==> src/rtl/assert_macros.svh <==
// Assertion helpers shared by the RTL.
`ifndef ASSERT_MACROS_SVH
`define ASSERT_MACROS_SVH

// Same-cycle implication.
`define TRD_ASSERT_IMPL(label, clk, rst, ante, cons) \
   label: assert property (@(posedge clk) disable iff (rst) (ante) |-> (cons)) \
      else $error("assertion failed");

// Next-cycle implication.
`define TRD_ASSERT_NEXT(label, clk, rst, ante, cons) \
   label: assert property (@(posedge clk) disable iff (rst) (ante) |=> (cons)) \
      else $error("assertion failed");

`endif

==> src/rtl/trd_pkg.sv <==
`default_nettype none
package trd_pkg;

   localparam int DEF_FINGERS     = 5;
   localparam int DEF_QUEUE_DEPTH = 2;

   localparam int ID_W    = 3;
   localparam int COORD_W = 12;
   localparam int BYTE_W  = 8;
   localparam int CSR_A_W = 2;

   // input command codes (req_tuser)
   localparam logic [1:0] CMD_RECORD      = 2'd0;
   localparam logic [1:0] CMD_REPORT      = 2'd1;
   localparam logic [1:0] CMD_RELEASE_ALL = 2'd2;

   // record types, header bits 6:5
   localparam logic [1:0] REC_SCREEN = 2'd1;
   localparam logic [1:0] REC_KEY    = 2'd2;

   // configuration register indexes
   localparam logic [CSR_A_W-1:0] CSR_KEY0_X = 2'd0;
   localparam logic [CSR_A_W-1:0] CSR_KEY0_Y = 2'd1;
   localparam logic [CSR_A_W-1:0] CSR_KEY1_X = 2'd2;
   localparam logic [CSR_A_W-1:0] CSR_KEY1_Y = 2'd3;

   typedef enum logic [1:0] {
      KIND_TOUCH   = 2'd0,
      KIND_RELEASE = 2'd1,
      KIND_SUMMARY = 2'd2
   } kind_type;

   typedef enum logic [1:0] {
      OP_SCREEN  = 2'd0,
      OP_KEY     = 2'd1,
      OP_REPORT  = 2'd2,
      OP_RELEASE = 2'd3
   } op_type;

   // one classified transaction waiting for the back end
   typedef struct packed {
      op_type             op;
      logic [3:0]         id;
      logic [COORD_W-1:0] x;
      logic [COORD_W-1:0] y;
      logic [BYTE_W-1:0]  area;
      logic [BYTE_W-1:0]  pres;
   } entry_type;

endpackage
`default_nettype wire

==> src/rtl/trd_front.sv <==
`default_nettype none
module trd_front #(
   parameter int FINGERS = trd_pkg::DEF_FINGERS
) (
   input  wire logic               req_tvalid,
   output logic                    req_tready,
   input  wire logic [47:0]        req_tdata,
   input  wire logic [1:0]         req_tuser,
   input  wire logic               q_full,
   output logic                    push,
   output trd_pkg::entry_type      entry
);

   logic [7:0] hdr;
   logic [3:0] nib;
   logic [1:0] rec_type;
   logic       pressed;
   logic       keep;

   assign hdr      = req_tdata[7:0];
   assign nib      = hdr[3:0];
   assign rec_type = hdr[6:5];
   assign pressed  = hdr[7];

   always_comb begin
      keep       = 1'b0;
      entry.op   = trd_pkg::OP_SCREEN;
      entry.id   = nib - 4'd1;
      entry.x    = {req_tdata[11:8], req_tdata[23:16]};
      entry.y    = {req_tdata[15:12], req_tdata[31:24]};
      entry.area = req_tdata[39:32];
      entry.pres = pressed ? req_tdata[47:40] : 8'd0;
      case (req_tuser)
         trd_pkg::CMD_RECORD: begin
            if (rec_type == trd_pkg::REC_SCREEN) begin
               entry.op = trd_pkg::OP_SCREEN;
               keep     = (nib != 4'd0) && ({1'b0, nib} <= 5'(FINGERS));
            end else if (rec_type == trd_pkg::REC_KEY) begin
               entry.op = trd_pkg::OP_KEY;
               keep     = (nib == 4'd1) || (nib == 4'd2);
            end
         end
         trd_pkg::CMD_REPORT: begin
            entry.op = trd_pkg::OP_REPORT;
            keep     = 1'b1;
         end
         trd_pkg::CMD_RELEASE_ALL: begin
            entry.op = trd_pkg::OP_RELEASE;
            keep     = 1'b1;
         end
         default: keep = 1'b0;
      endcase
   end

   assign req_tready = !q_full;
   assign push       = req_tvalid && !q_full && keep;

endmodule
`default_nettype wire

==> src/rtl/trd_queue.sv <==
`default_nettype none
module trd_queue #(
   parameter int DEPTH = trd_pkg::DEF_QUEUE_DEPTH
) (
   input  wire logic               clock,
   input  wire logic               reset,
   input  wire logic               push,
   input  wire trd_pkg::entry_type entry_in,
   output logic                    full,
   input  wire logic               pop,
   output logic                    empty,
   output trd_pkg::entry_type      entry_out
);

   localparam int AW = (DEPTH > 1) ? $clog2(DEPTH) : 1;
   localparam int CW = $clog2(DEPTH + 1);

   trd_pkg::entry_type mem_ff [DEPTH];
   logic [AW-1:0] wr_ff, wr_in;
   logic [AW-1:0] rd_ff, rd_in;
   logic [CW-1:0] cnt_ff, cnt_in;

   assign full      = (cnt_ff == CW'(DEPTH));
   assign empty     = (cnt_ff == '0);
   assign entry_out = mem_ff[rd_ff];

   always_comb begin
      wr_in  = wr_ff;
      rd_in  = rd_ff;
      cnt_in = cnt_ff;
      if (push) begin
         wr_in = (wr_ff == AW'(DEPTH - 1)) ? '0 : wr_ff + 1'b1;
      end
      if (pop) begin
         rd_in = (rd_ff == AW'(DEPTH - 1)) ? '0 : rd_ff + 1'b1;
      end
      if (push && !pop) begin
         cnt_in = cnt_ff + 1'b1;
      end else if (pop && !push) begin
         cnt_in = cnt_ff - 1'b1;
      end
   end

   always_ff @(posedge clock) begin
      if (reset) begin
         wr_ff  <= '0;
         rd_ff  <= '0;
         cnt_ff <= '0;
      end else begin
         wr_ff  <= wr_in;
         rd_ff  <= rd_in;
         cnt_ff <= cnt_in;
      end
   end

   always_ff @(posedge clock) begin
      if (push) begin
         mem_ff[wr_ff] <= entry_in;
      end
   end

endmodule
`default_nettype wire

==> src/rtl/trd_back.sv <==
`default_nettype none
module trd_back #(
   parameter int FINGERS = trd_pkg::DEF_FINGERS
) (
   input  wire logic               clock,
   input  wire logic               reset,
   input  wire logic               csr_we,
   input  wire logic [1:0]         csr_addr,
   input  wire logic [11:0]        csr_wdata,
   input  wire logic               q_empty,
   input  wire trd_pkg::entry_type q_entry,
   output logic                    pop,
   output logic                    rsp_tvalid,
   input  wire logic               rsp_tready,
   output logic [47:0]             rsp_tdata,
   output logic [1:0]              rsp_tuser,
   output logic                    rsp_tlast
);

   localparam int IDW = $clog2(FINGERS);

   typedef enum logic [2:0] {
      ST_IDLE = 3'b001,
      ST_WALK = 3'b010,
      ST_SUM  = 3'b100
   } state_type;

   state_type state_ff, state_in;
   logic [IDW-1:0] slot_ff, slot_in;
   logic           rel_ff, rel_in;
   logic           down_ff, down_in;

   logic [11:0] key0_x_ff, key0_y_ff, key1_x_ff, key1_y_ff;

   logic [FINGERS-1:0] active_ff, active_in;
   logic [11:0] fx_ff [FINGERS];
   logic [11:0] fx_in [FINGERS];
   logic [11:0] fy_ff [FINGERS];
   logic [11:0] fy_in [FINGERS];
   logic [7:0]  fa_ff [FINGERS];
   logic [7:0]  fa_in [FINGERS];
   logic [7:0]  fp_ff [FINGERS];
   logic [7:0]  fp_in [FINGERS];

   logic                 rv_ff, rv_in;
   trd_pkg::kind_type    rkind_ff, rkind_in;
   logic [2:0]           rid_ff, rid_in;
   logic [11:0]          rx_ff, rx_in;
   logic [11:0]          ry_ff, ry_in;
   logic [7:0]           ra_ff, ra_in;
   logic [7:0]           rp_ff, rp_in;
   logic                 rdown_ff, rdown_in;
   logic                 rlast_ff, rlast_in;

   logic           can_load;
   logic [IDW-1:0] wid;
   logic           last_slot;

   assign can_load  = !rv_ff || rsp_tready;
   assign wid       = q_entry.id[IDW-1:0];
   assign last_slot = (slot_ff == IDW'(FINGERS - 1));

   always_comb begin
      state_in  = state_ff;
      slot_in   = slot_ff;
      rel_in    = rel_ff;
      down_in   = down_ff;
      active_in = active_ff;
      fx_in     = fx_ff;
      fy_in     = fy_ff;
      fa_in     = fa_ff;
      fp_in     = fp_ff;
      pop       = 1'b0;
      rv_in     = rv_ff && !rsp_tready;
      rkind_in  = rkind_ff;
      rid_in    = rid_ff;
      rx_in     = rx_ff;
      ry_in     = ry_ff;
      ra_in     = ra_ff;
      rp_in     = rp_ff;
      rdown_in  = rdown_ff;
      rlast_in  = rlast_ff;
      case (state_ff)
         ST_IDLE: begin
            if (!q_empty) begin
               pop = 1'b1;
               case (q_entry.op)
                  trd_pkg::OP_SCREEN: begin
                     fx_in[wid]     = q_entry.x;
                     fy_in[wid]     = q_entry.y;
                     fa_in[wid]     = q_entry.area;
                     fp_in[wid]     = q_entry.pres;
                     active_in[wid] = 1'b1;
                  end
                  trd_pkg::OP_KEY: begin
                     // area of a key slot is left as it was
                     fx_in[wid]     = q_entry.id[0] ? key1_x_ff : key0_x_ff;
                     fy_in[wid]     = q_entry.id[0] ? key1_y_ff : key0_y_ff;
                     fp_in[wid]     = q_entry.pres;
                     active_in[wid] = 1'b1;
                  end
                  trd_pkg::OP_REPORT, trd_pkg::OP_RELEASE: begin
                     rel_in   = (q_entry.op == trd_pkg::OP_RELEASE);
                     slot_in  = '0;
                     down_in  = 1'b0;
                     state_in = ST_WALK;
                  end
                  default: ;
               endcase
            end
         end
         ST_WALK: begin
            if (!active_ff[slot_ff] || can_load) begin
               if (active_ff[slot_ff]) begin
                  rv_in    = 1'b1;
                  rid_in   = 3'(slot_ff);
                  rdown_in = 1'b0;
                  rlast_in = 1'b0;
                  if (fp_ff[slot_ff] == 8'd0) begin
                     rkind_in           = trd_pkg::KIND_RELEASE;
                     rx_in              = '0;
                     ry_in              = '0;
                     ra_in              = '0;
                     rp_in              = '0;
                     active_in[slot_ff] = 1'b0;
                  end else begin
                     rkind_in = trd_pkg::KIND_TOUCH;
                     rx_in    = fx_ff[slot_ff];
                     ry_in    = fy_ff[slot_ff];
                     ra_in    = rel_ff ? 8'd0 : fa_ff[slot_ff];
                     rp_in    = rel_ff ? 8'd0 : fp_ff[slot_ff];
                     if (rel_ff) begin
                        active_in[slot_ff] = 1'b0;
                     end else begin
                        down_in = 1'b1;
                     end
                  end
               end
               if (last_slot) begin
                  state_in = ST_SUM;
               end else begin
                  slot_in = slot_ff + 1'b1;
               end
            end
         end
         ST_SUM: begin
            if (can_load) begin
               rv_in    = 1'b1;
               rkind_in = trd_pkg::KIND_SUMMARY;
               rid_in   = '0;
               rx_in    = '0;
               ry_in    = '0;
               ra_in    = '0;
               rp_in    = '0;
               rdown_in = down_ff;
               rlast_in = 1'b1;
               state_in = ST_IDLE;
            end
         end
         default: state_in = ST_IDLE;
      endcase
   end

   always_ff @(posedge clock) begin
      if (reset) begin
         state_ff  <= ST_IDLE;
         slot_ff   <= '0;
         rel_ff    <= 1'b0;
         down_ff   <= 1'b0;
         active_ff <= '0;
         rv_ff     <= 1'b0;
         for (int i = 0; i < FINGERS; i++) begin
            fa_ff[i] <= '0;
         end
      end else begin
         state_ff  <= state_in;
         slot_ff   <= slot_in;
         rel_ff    <= rel_in;
         down_ff   <= down_in;
         active_ff <= active_in;
         rv_ff     <= rv_in;
         fa_ff     <= fa_in;
      end
   end

   always_ff @(posedge clock) begin
      fx_ff    <= fx_in;
      fy_ff    <= fy_in;
      fp_ff    <= fp_in;
      rkind_ff <= rkind_in;
      rid_ff   <= rid_in;
      rx_ff    <= rx_in;
      ry_ff    <= ry_in;
      ra_ff    <= ra_in;
      rp_ff    <= rp_in;
      rdown_ff <= rdown_in;
      rlast_ff <= rlast_in;
   end

   always_ff @(posedge clock) begin
      if (reset) begin
         key0_x_ff <= '0;
         key0_y_ff <= '0;
         key1_x_ff <= '0;
         key1_y_ff <= '0;
      end else if (csr_we) begin
         case (csr_addr)
            trd_pkg::CSR_KEY0_X: key0_x_ff <= csr_wdata;
            trd_pkg::CSR_KEY0_Y: key0_y_ff <= csr_wdata;
            trd_pkg::CSR_KEY1_X: key1_x_ff <= csr_wdata;
            trd_pkg::CSR_KEY1_Y: key1_y_ff <= csr_wdata;
            default: ;
         endcase
      end
   end

   assign rsp_tvalid = rv_ff;
   assign rsp_tuser  = rkind_ff;
   assign rsp_tlast  = rlast_ff;
   assign rsp_tdata  = {4'd0, rdown_ff, rp_ff, ra_ff, ry_ff, rx_ff, rid_ff};

endmodule
`default_nettype wire

==> src/rtl/touch_report_decoder_core.sv <==
// Touch report decoder.
// req channel: one transaction per command. req_tuser = cmd (0 record,
// 1 report frame, 2 release all); req_tdata carries the six record bytes.
// rsp channel: finger reports, release markers and one frame summary per
// report or release-all; rsp_tuser = kind, rsp_tlast marks the summary.
// csr port: key0_x, key0_y, key1_x, key1_y at indexes 0..3, write only.
// A front stage classifies and drops invalid records, a queue of
// QUEUE_DEPTH entries decouples it from the back end, which owns the
// finger table and walks it one slot per cycle while no result waits
// on rsp_tready. A record passes through the queue before it reaches
// the table. The back end handles a report or release-all in steps
// (pop, table walk, summary) and pops no further command until the
// summary is loaded; a result waiting on rsp_tready stalls the walk.
// req_tready drops only while the queue is full, so rsp stalls back up
// through the queue. Reset clears the table's active flags and areas,
// the keys, the queue and output valid.
`default_nettype none
`include "assert_macros.svh"
module touch_report_decoder_core #(
   parameter int FINGERS     = trd_pkg::DEF_FINGERS,
   parameter int QUEUE_DEPTH = trd_pkg::DEF_QUEUE_DEPTH
) (
   input  wire logic        clock,
   input  wire logic        reset,
   input  wire logic        req_tvalid,
   output logic             req_tready,
   // [7:0] record_header, [15:8] position_high, [23:16] x_low,
   // [31:24] y_low, [39:32] contact_area, [47:40] contact_pressure
   input  wire logic [47:0] req_tdata,
   // [1:0] cmd
   input  wire logic [1:0]  req_tuser,
   output logic             rsp_tvalid,
   input  wire logic        rsp_tready,
   // [2:0] finger_id, [14:3] pos_x, [26:15] pos_y, [34:27] area_out,
   // [42:35] pressure_out, [43] touch_down, [47:44] zero
   output logic [47:0]      rsp_tdata,
   // [1:0] kind
   output logic [1:0]       rsp_tuser,
   output logic             rsp_tlast,
   input  wire logic        csr_we,
   input  wire logic [1:0]  csr_addr,
   input  wire logic [11:0] csr_wdata
);

   logic               push;
   logic               pop;
   logic               q_full;
   logic               q_empty;
   logic               rsp_is_sum;
   trd_pkg::entry_type f_entry;
   trd_pkg::entry_type q_entry;

   trd_front #(.FINGERS(FINGERS)) u_front (
      .req_tvalid (req_tvalid),
      .req_tready (req_tready),
      .req_tdata  (req_tdata),
      .req_tuser  (req_tuser),
      .q_full     (q_full),
      .push       (push),
      .entry      (f_entry)
   );

   trd_queue #(.DEPTH(QUEUE_DEPTH)) u_queue (
      .clock     (clock),
      .reset     (reset),
      .push      (push),
      .entry_in  (f_entry),
      .full      (q_full),
      .pop       (pop),
      .empty     (q_empty),
      .entry_out (q_entry)
   );

   trd_back #(.FINGERS(FINGERS)) u_back (
      .clock      (clock),
      .reset      (reset),
      .csr_we     (csr_we),
      .csr_addr   (csr_addr),
      .csr_wdata  (csr_wdata),
      .q_empty    (q_empty),
      .q_entry    (q_entry),
      .pop        (pop),
      .rsp_tvalid (rsp_tvalid),
      .rsp_tready (rsp_tready),
      .rsp_tdata  (rsp_tdata),
      .rsp_tuser  (rsp_tuser),
      .rsp_tlast  (rsp_tlast)
   );

   assign rsp_is_sum = (rsp_tuser == trd_pkg::KIND_SUMMARY);

   `TRD_ASSERT_IMPL(a_no_overflow, clock, reset, push, !q_full)
   `TRD_ASSERT_IMPL(a_no_underflow, clock, reset, pop, !q_empty)
   `TRD_ASSERT_IMPL(a_last_is_summary, clock, reset, rsp_tvalid, rsp_is_sum == rsp_tlast)
   `TRD_ASSERT_IMPL(a_down_only_summary, clock, reset, rsp_tvalid && !rsp_tlast, !rsp_tdata[43])

endmodule
`default_nettype wire
==> config.mk <==
export PLATFORM = sky130hd
export DESIGN_NAME = touch_report_decoder_core
export DESIGN_NICKNAME = d
export VERILOG_FILES = /design/src/rtl/trd_pkg.sv /design/src/rtl/trd_front.sv /design/src/rtl/trd_queue.sv /design/src/rtl/trd_back.sv /design/src/rtl/touch_report_decoder_core.sv
export VERILOG_INCLUDE_DIRS = /design/src /design/src/rtl
export SDC_FILE = /design/constraint.sdc
export NUM_CORES = 1
export LEC_CHECK = 0
export BUFFER_PORTS_ARGS = -buffer_cell sky130_fd_sc_hd__buf_2
export CORE_ASPECT_RATIO = 2
export CORE_MARGIN = 2
export CORE_UTILIZATION = 35
export DETAILED_ROUTE_END_ITERATION = 7
export GPL_ROUTABILITY_DRIVEN = 0
export GPL_TIMING_DRIVEN = 0
export PLACE_DENSITY = 0.55
export REMOVE_ABC_BUFFERS = 1
export SKIP_LAST_GASP = 1
export SYNTH_ARGS = -nofsm -noshare
export SYNTH_HDL_FRONTEND = slang
export SYNTH_HIERARCHICAL = 1
export SYNTH_SLANG_ARGS = --single-unit
==> constraint.sdc <==
create_clock -name clock -period 5.4 [get_ports clock]
set_clock_uncertainty 0.1 [all_clocks]
set_input_delay 0.81 -clock clock [delete_from_list [all_inputs] [get_ports clock]]
set_output_delay 0.81 -clock clock [all_outputs]
set_load 0.01 [all_outputs]
Yosys cells after proc, flatten, opt, wreduce, memory -nomap -nowiden:

Memory sizes are Yosys's and may differ from the RTL's. A register that Yosys moved wholly into a read port is not among the register bits.
Cells that the tools add are included.

* word-level logic and storage cells: 247
* output and inout bits: 53
* bits of input ports: 69
* memories: 1
* register bits after elaboration: 313
* RAM bits: 92

Memories
* u_queue.mem_ff: words 2, bits a word 46, rd ports 1, clocked after Yosys merged registers in 1, write ports 1, line trd_queue.sv:18 `trd_pkg::entry_type mem_ff [DEPTH];`

* muxes and demuxes: 113
* equal/unequal tests: 28
* reductions and logical operators: 44
* bitwise logic cells: 6
* order comparisons: 8
* add/sub/neg operators: 6

Operators with widths (number)
* $bwmux W60: 4
* $pmux W60 S2: 2
* $mux W12: 14
* $mux W8: 15
* $bwmux W40: 2
* $bmux W12 S3: 2
* $bmux W8 S3: 2
* $pmux W12 S2: 2
* $demux W12 S3: 1
* $mux W3: 12
* $pmux W8 S2: 2
* $mux W5: 6
* $mux W1: 28
* $demux W8 S3: 1
* $eq A2 B2 Y1 const B: 7
* $mux W2: 6
* $ne A2 B2 Y1 const B: 6
* $pmux W3 S2: 2
* $reduce_and A3 Y1: 4
* $pmux W1 S2: 5
* $pmux W5 S2: 1
* $reduce_and A5 Y1: 2
* $logic_and A1 B1 Y1: 9
* $pmux W3 S3: 1
* 38 further kinds: 69

Depth between registers and ports, before layout:

Gate-level depths: netlist of run 1.

* depth after elaboration: 11
* gate-level depth with buffers: 10
* depth with buffers taken out: 9

By module:

Netlist of run 1, hierarchy kept.

Modules (own cells, without submodules)
* trd_back: instances 1, area an instance 12996.2 µm², cells each 1169, sequential area each 8257.9 µm²
* trd_queue: instances 1, area an instance 3538.4 µm², cells each 165, sequential area each 2862.7 µm²
* trd_front: instances 1, area an instance 498.0 µm², cells each 67, sequential area each 0.0 µm²

Worst setup path after synthesis of run 1:

Ideal clock, no wire load.

* path kind: input to register
* from: input req_tdata[0]
* to: memory u_queue/mem_ff[0][0] in the netlist's numbering (enable)
* path slack: 1.150 ns
* data arrival time: 3.695 ns
* stages: 6
* cells stage by stage: inv_1 -> ha_1 -> nor4b_1 -> o311ai_1 -> nand3_1 -> nor2b_1

* cells in the longest elaborated chain, start to end: 8
* elaborated cells on any way between the ends: 12

Ends and longest elaborated chain
* start: declaration: line touch_report_decoder_core.sv:29 `input wire logic [47:0] req_tdata,`
* branches (longest 3 deep; another with $le A4 B3 Y1)
* $mux W1 (*): line trd_front.sv:35 `if (rec_type == trd_pkg::REC_SCREEN) begin`
* $pmux W1 S2 (*): line trd_front.sv:33 `case (req_tuser)`
* $logic_and A1 B1 Y1 (*): line trd_front.sv:56 `assign push = req_tvalid && !q_full && keep;`
* net push: line touch_report_decoder_core.sv:45 `logic push;`
* $mux W1 (*): line trd_queue.sv:57 `if (push) begin`
* $mux W1 (not written as such) (*): line trd_queue.sv:58 `mem_ff[wr_ff] <= entry_in;`
* end: declaration: line trd_queue.sv:18

Mark *: on every way through the listed nets, which the timed path passes.

==> results.ini, run 1 <==
[outcome]
status=finished clean

[sta]
fin_crit_sh=0.795
rsz0062_at_grt=false
slew_viol_final=0
worst_pin_slew_ns=1.45
hold_violations=0
setup_viol=0
slew_headroom=0.0360
fmax_mhz=233
layout_min_cycle_time_ns=4.29

[run]
maxCapViolCount=0

[detailed_routing]
vias_per_cell=4.95
finalWirelength_mm=40.5
first_pass_iters=5
routedWlPerCell_um=19.0
drtIter0Drc=660
ant_nets=0
vias=10569
drc=0

[logic_synthesis]
netlist_instances=1396
yosys_warnings=6
synth.cell_area_um2=16900
syn_area_per_cell_um2=12.1

[cells_and_area]
final_cells=2134
fin_area_um2=19700
regArea_um2=11100
num_antenna_cells=0
finalNetCount=1543
nFillCells=4574
syn2layout_area_growth_pct=16.2
drive_gt1_frac=0.188
multi_input_area_um2=5300

[global_route]
track_usage=0.160
grt_pass1_wl_mm=61.8
grt_max_degree=76
overflow=0
antenna_found_initial=1
grt_pass1_vias=10363

[die]
die-area_um2=50300
rows=114
core-area_um2=48100
die_h_um=315
initial_core_util=0.353
die_w_um=160
io_pins=122

[placement]
dp.cells=2061
io_buffers=116
placed_area_um2=18300
hpwl_mm=26.7

[clock_tree]
cts_tree=done
cts.repair.resized=0
path_clk_slew_ns=0.06
cts_sinks=404
clockBufferDepth=3
cts_hold_buf=0
cts_made_buffers=39
clock_latency_ns=0.55
cts-root-buf=clkbuf_16
cts.htree.levels=2
post_cts_buffers=0

[critical_path]
critPathMaxFanout=51
arrival_ns=4.63
startpoint_type=flop
critPathKind=flop to flop
required_ns=5.74
cp-end-kind=flop

[power]
p_leak_uw=0.00652
power_density_nw_per_um2=412
vdd_drop_max_mv=0.241
power.total_uw=8120

[worst_hold_path]
min_path_type=flop to flop

power breakdown:
group / switching (µW) / internal, µW
clock: 1150 / 1680
sequential: 106 / 3560
combinational: 1020 / 588
total: 2280 / 5840
stage by stage:
stage / hold WS (ns) / setup TNS [ns] / setup slack (ns) / util
2_1_floorplan: 0.317 / -2.01 / -0.0429 / -
3_3_place_gp: 0.338 / -706.29 / -3.22 / 0.368
3_5_place_dp: 0.342 / 0 / 0.686 / 0.381
4_1_cts: 0.323 / 0 / 0.662 / 0.408
5_1_grt: 0.326 / 0 / 0.771 / 0.410
6_report: 0.351 / 0 / 1.11 / 0.410
critical path, stage by stage, from the launching register on:
cell,delay (ns)
dfxtp_2,0.75
mux2_2,1.02
nand2_1,0.82
buf_16,0.40
nor2_4,0.55
buf_16,0.25
nor2_1,0.05
a311oi_1,0.22
metal layers:
| metal | part of all wire | global-route usage |
|---|---|---|
| met1 | 0.45 | 0.214 |
| met2 | 0.47 | 0.265 |
| met3 | 0.053 | 0.0250 |
| met4 | 0.025 | 0.0506 |
| met5 | 0.00032 | 0 |
flip-flops by register name, indices dropped and copies added (netlist names), 40 cells and up, named ones only:
signal / flops
u_back/fa_ff: 40
u_back/fx_ff: 60
u_back/fy_ff: 60
u_back/fp_ff: 40
u_queue/mem_ff: 90
layout make-up:
type	count	area share
flip-flops and latches	404	0.562
multi-input cells	865	0.269
repair buffers	143	0.0583
clock buffers	50	0.0559
well taps	638	0.0405
clock inverters	21	0.0118
inverters	13	0.00248
final timing paths:
check | start | end | slack (ns) | cells after the start
max reg2reg | flop | u_back/active_ff[1] | 1.11 | 7
min reg2reg | u_back/key0_y_ff[1] | u_back/key0_y_ff[1] | 0.35 | 2
max | flop | u_back/active_ff[1] | 1.11 | 7
min | u_back/key0_y_ff[1] | u_back/key0_y_ff[1] | 0.35 | 2
layout by cell type, fill, tap and decap left out, types with 31 or more instances in the layout:
cell type    n
mux2_2      45
edfxtp_1   297
a21oi_1     95
a221oi_1    31
nor2_1     213
buf_2      115
mux2i_1    105
clkbuf_16   42
dfxtp_1    105
o21ai_0     40
nand2_1    159
Note: power is estimated with default switching activity, not from simulation.
==> inputs of run 2 (changes only) <==
Settings changed: PLACE_DENSITY 0.55 to 0.57.
Clock period 5.4 ns to 3.6 ns, I/O delays scaled along.
==> results.ini, run 2 (same netlist as run 1, synthesis figures left out) <==
[outcome]
status=finished clean

[clock_tree]
cts_hold_buf=0  ; unchanged
cts_made_buffers=39  ; unchanged
clock_latency_ns=0.55  ; about the same
cts_sinks=404  ; unchanged
cts.htree.levels=2  ; unchanged
cts-root-buf=clkbuf_16
clockBufferDepth=3  ; unchanged
cts_tree=done
path_clk_slew_ns=0.06  ; about the same

[detailed_routing]
vias_per_cell=4.96  ; +0.18%
drtIter0Drc=642  ; -2.7%
ant_nets=0  ; unchanged
first_pass_iters=7  ; +2
routedWlPerCell_um=18.8  ; -1.2%
vias=10613  ; +0.42%
drc=0  ; unchanged
finalWirelength_mm=40.1  ; -0.99%

[cells_and_area]
regMostFlops=u_queue/mem_ff
mostFrequentLayoutCell=edfxtp_1
num_antenna_cells=0  ; unchanged
nFillCells=4623  ; +1.1%
utilization=0.408  ; -0.00122
largest_reg_flops=90  ; unchanged
drive_gt1_frac=0.192  ; +0.00404
fin_area_um2=19600  ; -0.30%
reg_top3=u_queue/mem_ff (90), u_back/fx_ff (60), u_back/fy_ff (60)
syn2layout_area_growth_pct=15.8
layout_common_cells=edfxtp_1, nor2_1, nand2_1, buf_2, mux2i_1
final_cells=2139  ; +0.23%
finalNetCount=1547  ; +0.26%

[power]
power_density_nw_per_um2=605  ; +47%
vdd_drop_max_mv=0.446  ; +85%
power.total_uw=11900  ; +46%
p_leak_uw=0.00650  ; -0.27%

[placement]
hpwl_mm=26.0  ; -2.6%
io_buffers=116  ; unchanged
placed_area_um2=18300  ; -0.22%
dp.cells=2060  ; -0.049%

[die]
core-area_um2=48100  ; unchanged
initial_core_util=0.353  ; unchanged
die-area_um2=50300  ; unchanged
io_pins=122  ; unchanged
rows=114  ; unchanged
die_h_um=315  ; unchanged
die_w_um=160  ; unchanged

[critical_path]
startpoint_type=flop
cp-end-kind=flop
critPathKind=flop to flop
critPathMaxFanout=51  ; unchanged
required_ns=3.97  ; -1.77 ns
arrival_ns=3.64  ; -0.99 ns

[sta]
tns_ns=0  ; unchanged
setup_viol=0  ; unchanged
rsz0062_at_grt=false
fin_crit_sh=0.909  ; +0.114
slew_viol_final=0  ; unchanged
fmax_mhz=305  ; +31%
slew_headroom=0.103  ; +0.0667
worst_pin_slew_ns=1.34  ; -0.105 ns
layout_min_cycle_time_ns=3.27  ; -1.02 ns
hold_violations=0  ; unchanged

[global_route]
overflow=0  ; unchanged
grt_max_degree=68  ; -11%
grt_pass1_vias=10318  ; -0.43%
track_usage=0.158  ; -0.00200
grt_pass1_wl_mm=61.2  ; -0.86%
antenna_found_initial=4  ; +3

[run]
maxCapViolCount=0  ; unchanged

[worst_hold_path]
min_path_type=primary input to flop

-- run 2: area by class of cell --
cell class | instances | area, µm² | area share
multi-input cells | 865 | 5310 | 0.271
repair buffers | 147 | 1160 | 0.0591
clock buffers | 55 | 1120 | 0.0569
inverters | 13 | 48.8 | 0.00249
clock inverters | 17 | 124 | 0.00631
well taps | 638 | 798 | 0.0407
flip-flops and latches | 404 | 11100 | 0.564
-- run 2: final timing paths --
kind / end / start / cells past startpoint / slack [ns]
hold reg to reg: u_back/key0_y_ff[3] / u_back/key0_y_ff[3] / 2 / 0.35
setup / recovery: u_back/active_ff[0] / flop / 7 / 0.33
setup reg to reg: u_back/active_ff[0] / flop / 7 / 0.33
hold / removal: u_queue/mem_ff[0][11] / req_tdata[35] / 1 / 0.08
-- run 2: layer usage --
metal	vias to the layer above	track usage	share of wire
met5	-	0	0.0014
met4	8	0.0428	0.021
met3	69	0.0270	0.051
met2	288	0.275	0.49
met1	5141	0.202	0.43
li1	5107	-	-
-- run 2: repair_timing --
action,4_1_cts,5_1_grt
setup buffers,6,1
gates resized for setup,6,3
pin swaps,4,1
setup endpoints to repair,289,42
-- run 2: worst max-delay path: stages, from the launching register on --
cell and delay, ns:
dfxtp_4 0.56, buf_12 0.24, mux2_4 0.56, or3_4 0.68, nor2_4 0.48, buf_12 0.26
nor2_1 0.06, a311oi_1 0.22
-- run 2: metrics by stage --
stage,setup WS (ns),hold slack [ns]
final,0.326,0.0769
after global placement,-4.95,0.338
after CTS,-0.0751,0.0587
after global routing,0.171,0.0634
after detailed placement,-1.09,0.343
after floorplan,-1.84,0.317
-- run 2: where the power goes --
part	internal, µW	total, µW	switching, µW	leakage [µW]
registers	5350	5520	176	0.00358
logic	878	2400	1520	0.00231
clock network	2250	3960	1720	0.000610
total	8480	11900	3410	0.00650
==> inputs of run 3 (changes only) <==
Settings changed: ABC_AREA set to 0, SYNTH_HIERARCHICAL 1 to unset.
==> results.ini, run 3 <==
[die]
io_pins=122  ; unchanged
die-area_um2=49400  ; -1.9%
rows=113  ; -0.88%
initial_core_util=0.352  ; -0.000521
core-area_um2=47200  ; -1.8%
die_h_um=312  ; -0.95%
die_w_um=158  ; -0.93%

[sta]
fmax_mhz=296  ; -3.2%
setup_viol=0  ; unchanged
fin_crit_sh=0.939  ; +0.0299
slew_viol_final=0  ; unchanged
slew_headroom=0.196  ; +0.0936
layout_min_cycle_time_ns=3.38  ; +0.108 ns
hold_violations=0  ; unchanged
rsz0062_at_grt=true
timing.hold.ws_ns=0.0864  ; +0.00950 ns
worst_pin_slew_ns=1.18  ; -0.159 ns

[cells_and_area]
num_antenna_cells=0  ; unchanged
reg_top3=u_queue.mem_ff (90), u_back.fx_ff (60), u_back.fy_ff (60)
syn2layout_area_growth_pct=16.9
regMostFlops=u_queue.mem_ff
finalNetCount=1509  ; -2.5%
layout_common_cells=edfxtp_1, nor2_1, buf_2, dfxtp_1, mux2i_1
largest_reg_flops=90  ; unchanged
final_cells=2093  ; -2.2%
drive_gt1_frac=0.190  ; -0.00159
mostFrequentLayoutCell=edfxtp_1
nFillCells=4532  ; -2.0%

[logic_synthesis]
netlist_instances=1331  ; -4.7%
synth_top_cell_area_share=0.536
synthTopCellsByCount=edfxtp_1, nor2_1, dfxtp_1, mux2i_1, nand2_1
ys.flop_type=edfxtp_1
seq_area_frac_synth=0.665
yosys-top-cells-area=edfxtp_1, dfxtp_1, nor2_1
synth.most_common_cell=edfxtp_1
yosys_warnings=0  ; -6
synth_cell_types=64
async_reset_ff_frac=0
synth.cell_area_um2=16600  ; -1.9%
syn_area_per_cell_um2=12.5  ; +2.9%
ys_ff_latch=404
yosysTopAreaCell=edfxtp_1
synth_edf_count=297

[detailed_routing]
vias=10255  ; -3.4%
finalWirelength_mm=38.6  ; -3.8%
first_pass_iters=5  ; -2
drtIter0Drc=610  ; -5.0%
routedWlPerCell_um=18.5  ; -1.7%
ant_nets=0  ; unchanged
vias_per_cell=4.90  ; -1.2%
drc=0  ; unchanged

[critical_path]
arrival_ns=3.52  ; -0.12 ns
critPathTopFamily=simple AND/OR/NAND/NOR gates
worstSetupStartpoint=u_back.slot_ff[2]
crit_buf_inv=1  ; -1
required_ns=3.74  ; -0.23 ns
r2r-start=u_back.slot_ff[2]
critPathKind=flop to flop
cp_slowest_stage_delay_ns=0.87  ; +0.19 ns
cp-end-kind=flop
startpoint_type=flop
crit_chain=nand2b_2, buf_16, a31oi_1, o31ai_2, nand4_2, o21bai_4, nor2_1
cpMaxStageDelayCell=dfxtp_1
critPathMaxFanout=24  ; -53%

[power]
power_density_nw_per_um2=623  ; +2.9%
vdd_drop_max_mv=0.388  ; -13%
p_leak_uw=0.00661  ; +1.6%
power.total_uw=12100  ; +1.9%

[placement]
dp.cells=2019  ; -2.0%
hpwl_mm=24.8  ; -4.7%
io_buffers=116  ; unchanged

[global_route]
overflow=0  ; unchanged
grt_max_degree=86  ; +26%
grt_pass1_wl_mm=59.2  ; -3.3%
grt_pass1_vias=10153  ; -1.6%
track_usage=0.157  ; -0.000488
antenna_found_initial=0  ; -4

[clock_tree]
path_clk_slew_ns=0.06  ; about the same
clockBufferDepth=3  ; unchanged
cts_made_buffers=38  ; -2.6%
cts-root-buf=clkbuf_16
cts_tree=done
cts.htree.levels=2  ; unchanged
clock_latency_ns=0.54  ; about the same
cts_sinks=404  ; unchanged

[worst_hold_path]
hold_path.startpoint=req_tdata[26]
min_path_type=primary input to flop

[run]
maxCapViolCount=0  ; unchanged

[outcome]
status=finished clean

run 3: layout make-up:
type                    instances  area [µm²]  share of cell area
flip-flops and latches        404       11100               0.569
multi-input cells             830        5220               0.269
clock buffers                  58        1110              0.0571
repair buffers                140        1100              0.0568
well taps                     632         791              0.0407
clock inverters                11        72.6             0.00373
inverters                      18        67.6             0.00348
run 3: metal layers:
metal / GRT usage / share of wire
met5: 0 / 0
met3: 0.0207 / 0.045
met2: 0.261 / 0.49
met4: 0.0401 / 0.019
met1: 0.217 / 0.45
run 3: where the power goes:
part / switching [µW] / leakage, µW / internal (µW)
clock: 1670 / 0.000575 / 2200
combinational: 1720 / 0.00245 / 941
sequential: 178 / 0.00359 / 5390
total: 3570 / 0.00661 / 8530
run 3: metrics by stage:
stage	area, µm²	setup TNS (ns)	worst slack (ns)	utilization
6_report	19400	0	0.218	0.412
5_1_grt	19400	-0.0283	-0.0148	0.412
4_1_cts	19400	-0.405	-0.0300	0.411
3_5_place_dp	18200	-96.51	-1.08	0.385
3_3_place_gp	17600	-1832.39	-5.03	0.373
2_1_floorplan	16200	-512.46	-1.70	-
run 3: worst paths after layout:
path                                end  slack [ns]  depth (start not counted)
setup / recovery       u_back.rx_ff[10]        0.22                          7
hold / removal    u_queue.mem_ff[0][18]        0.09                          1
setup reg to reg       u_back.rx_ff[10]        0.22                          7
hold reg to reg     u_back.key1_x_ff[0]        0.35                          2
run 3: repair_timing:
action / CTS / global route
cloned: 1 / 0
pin swaps: 2 / 0
setup endpoints to repair: 208 / 27
resized for setup: 3 / 3
hold buffers: 0 / 0
endpoints found under the hold margin: 0 / 0
setup buffers: 4 / 0
run 3: cells by family after synthesis:
logic type,Yosys count,synth area share
AO/OA/AOI/OAI,222,0.0897
AND/OR/NAND/NOR,447,0.116
XOR/XNOR,7,0.00369
multiplexers,141,0.0899
flip-flops,404,0.665
adder cells (fa/ha/maj),8,0.00602
buffers and inverters,101,0.0290
other,1,0.000226
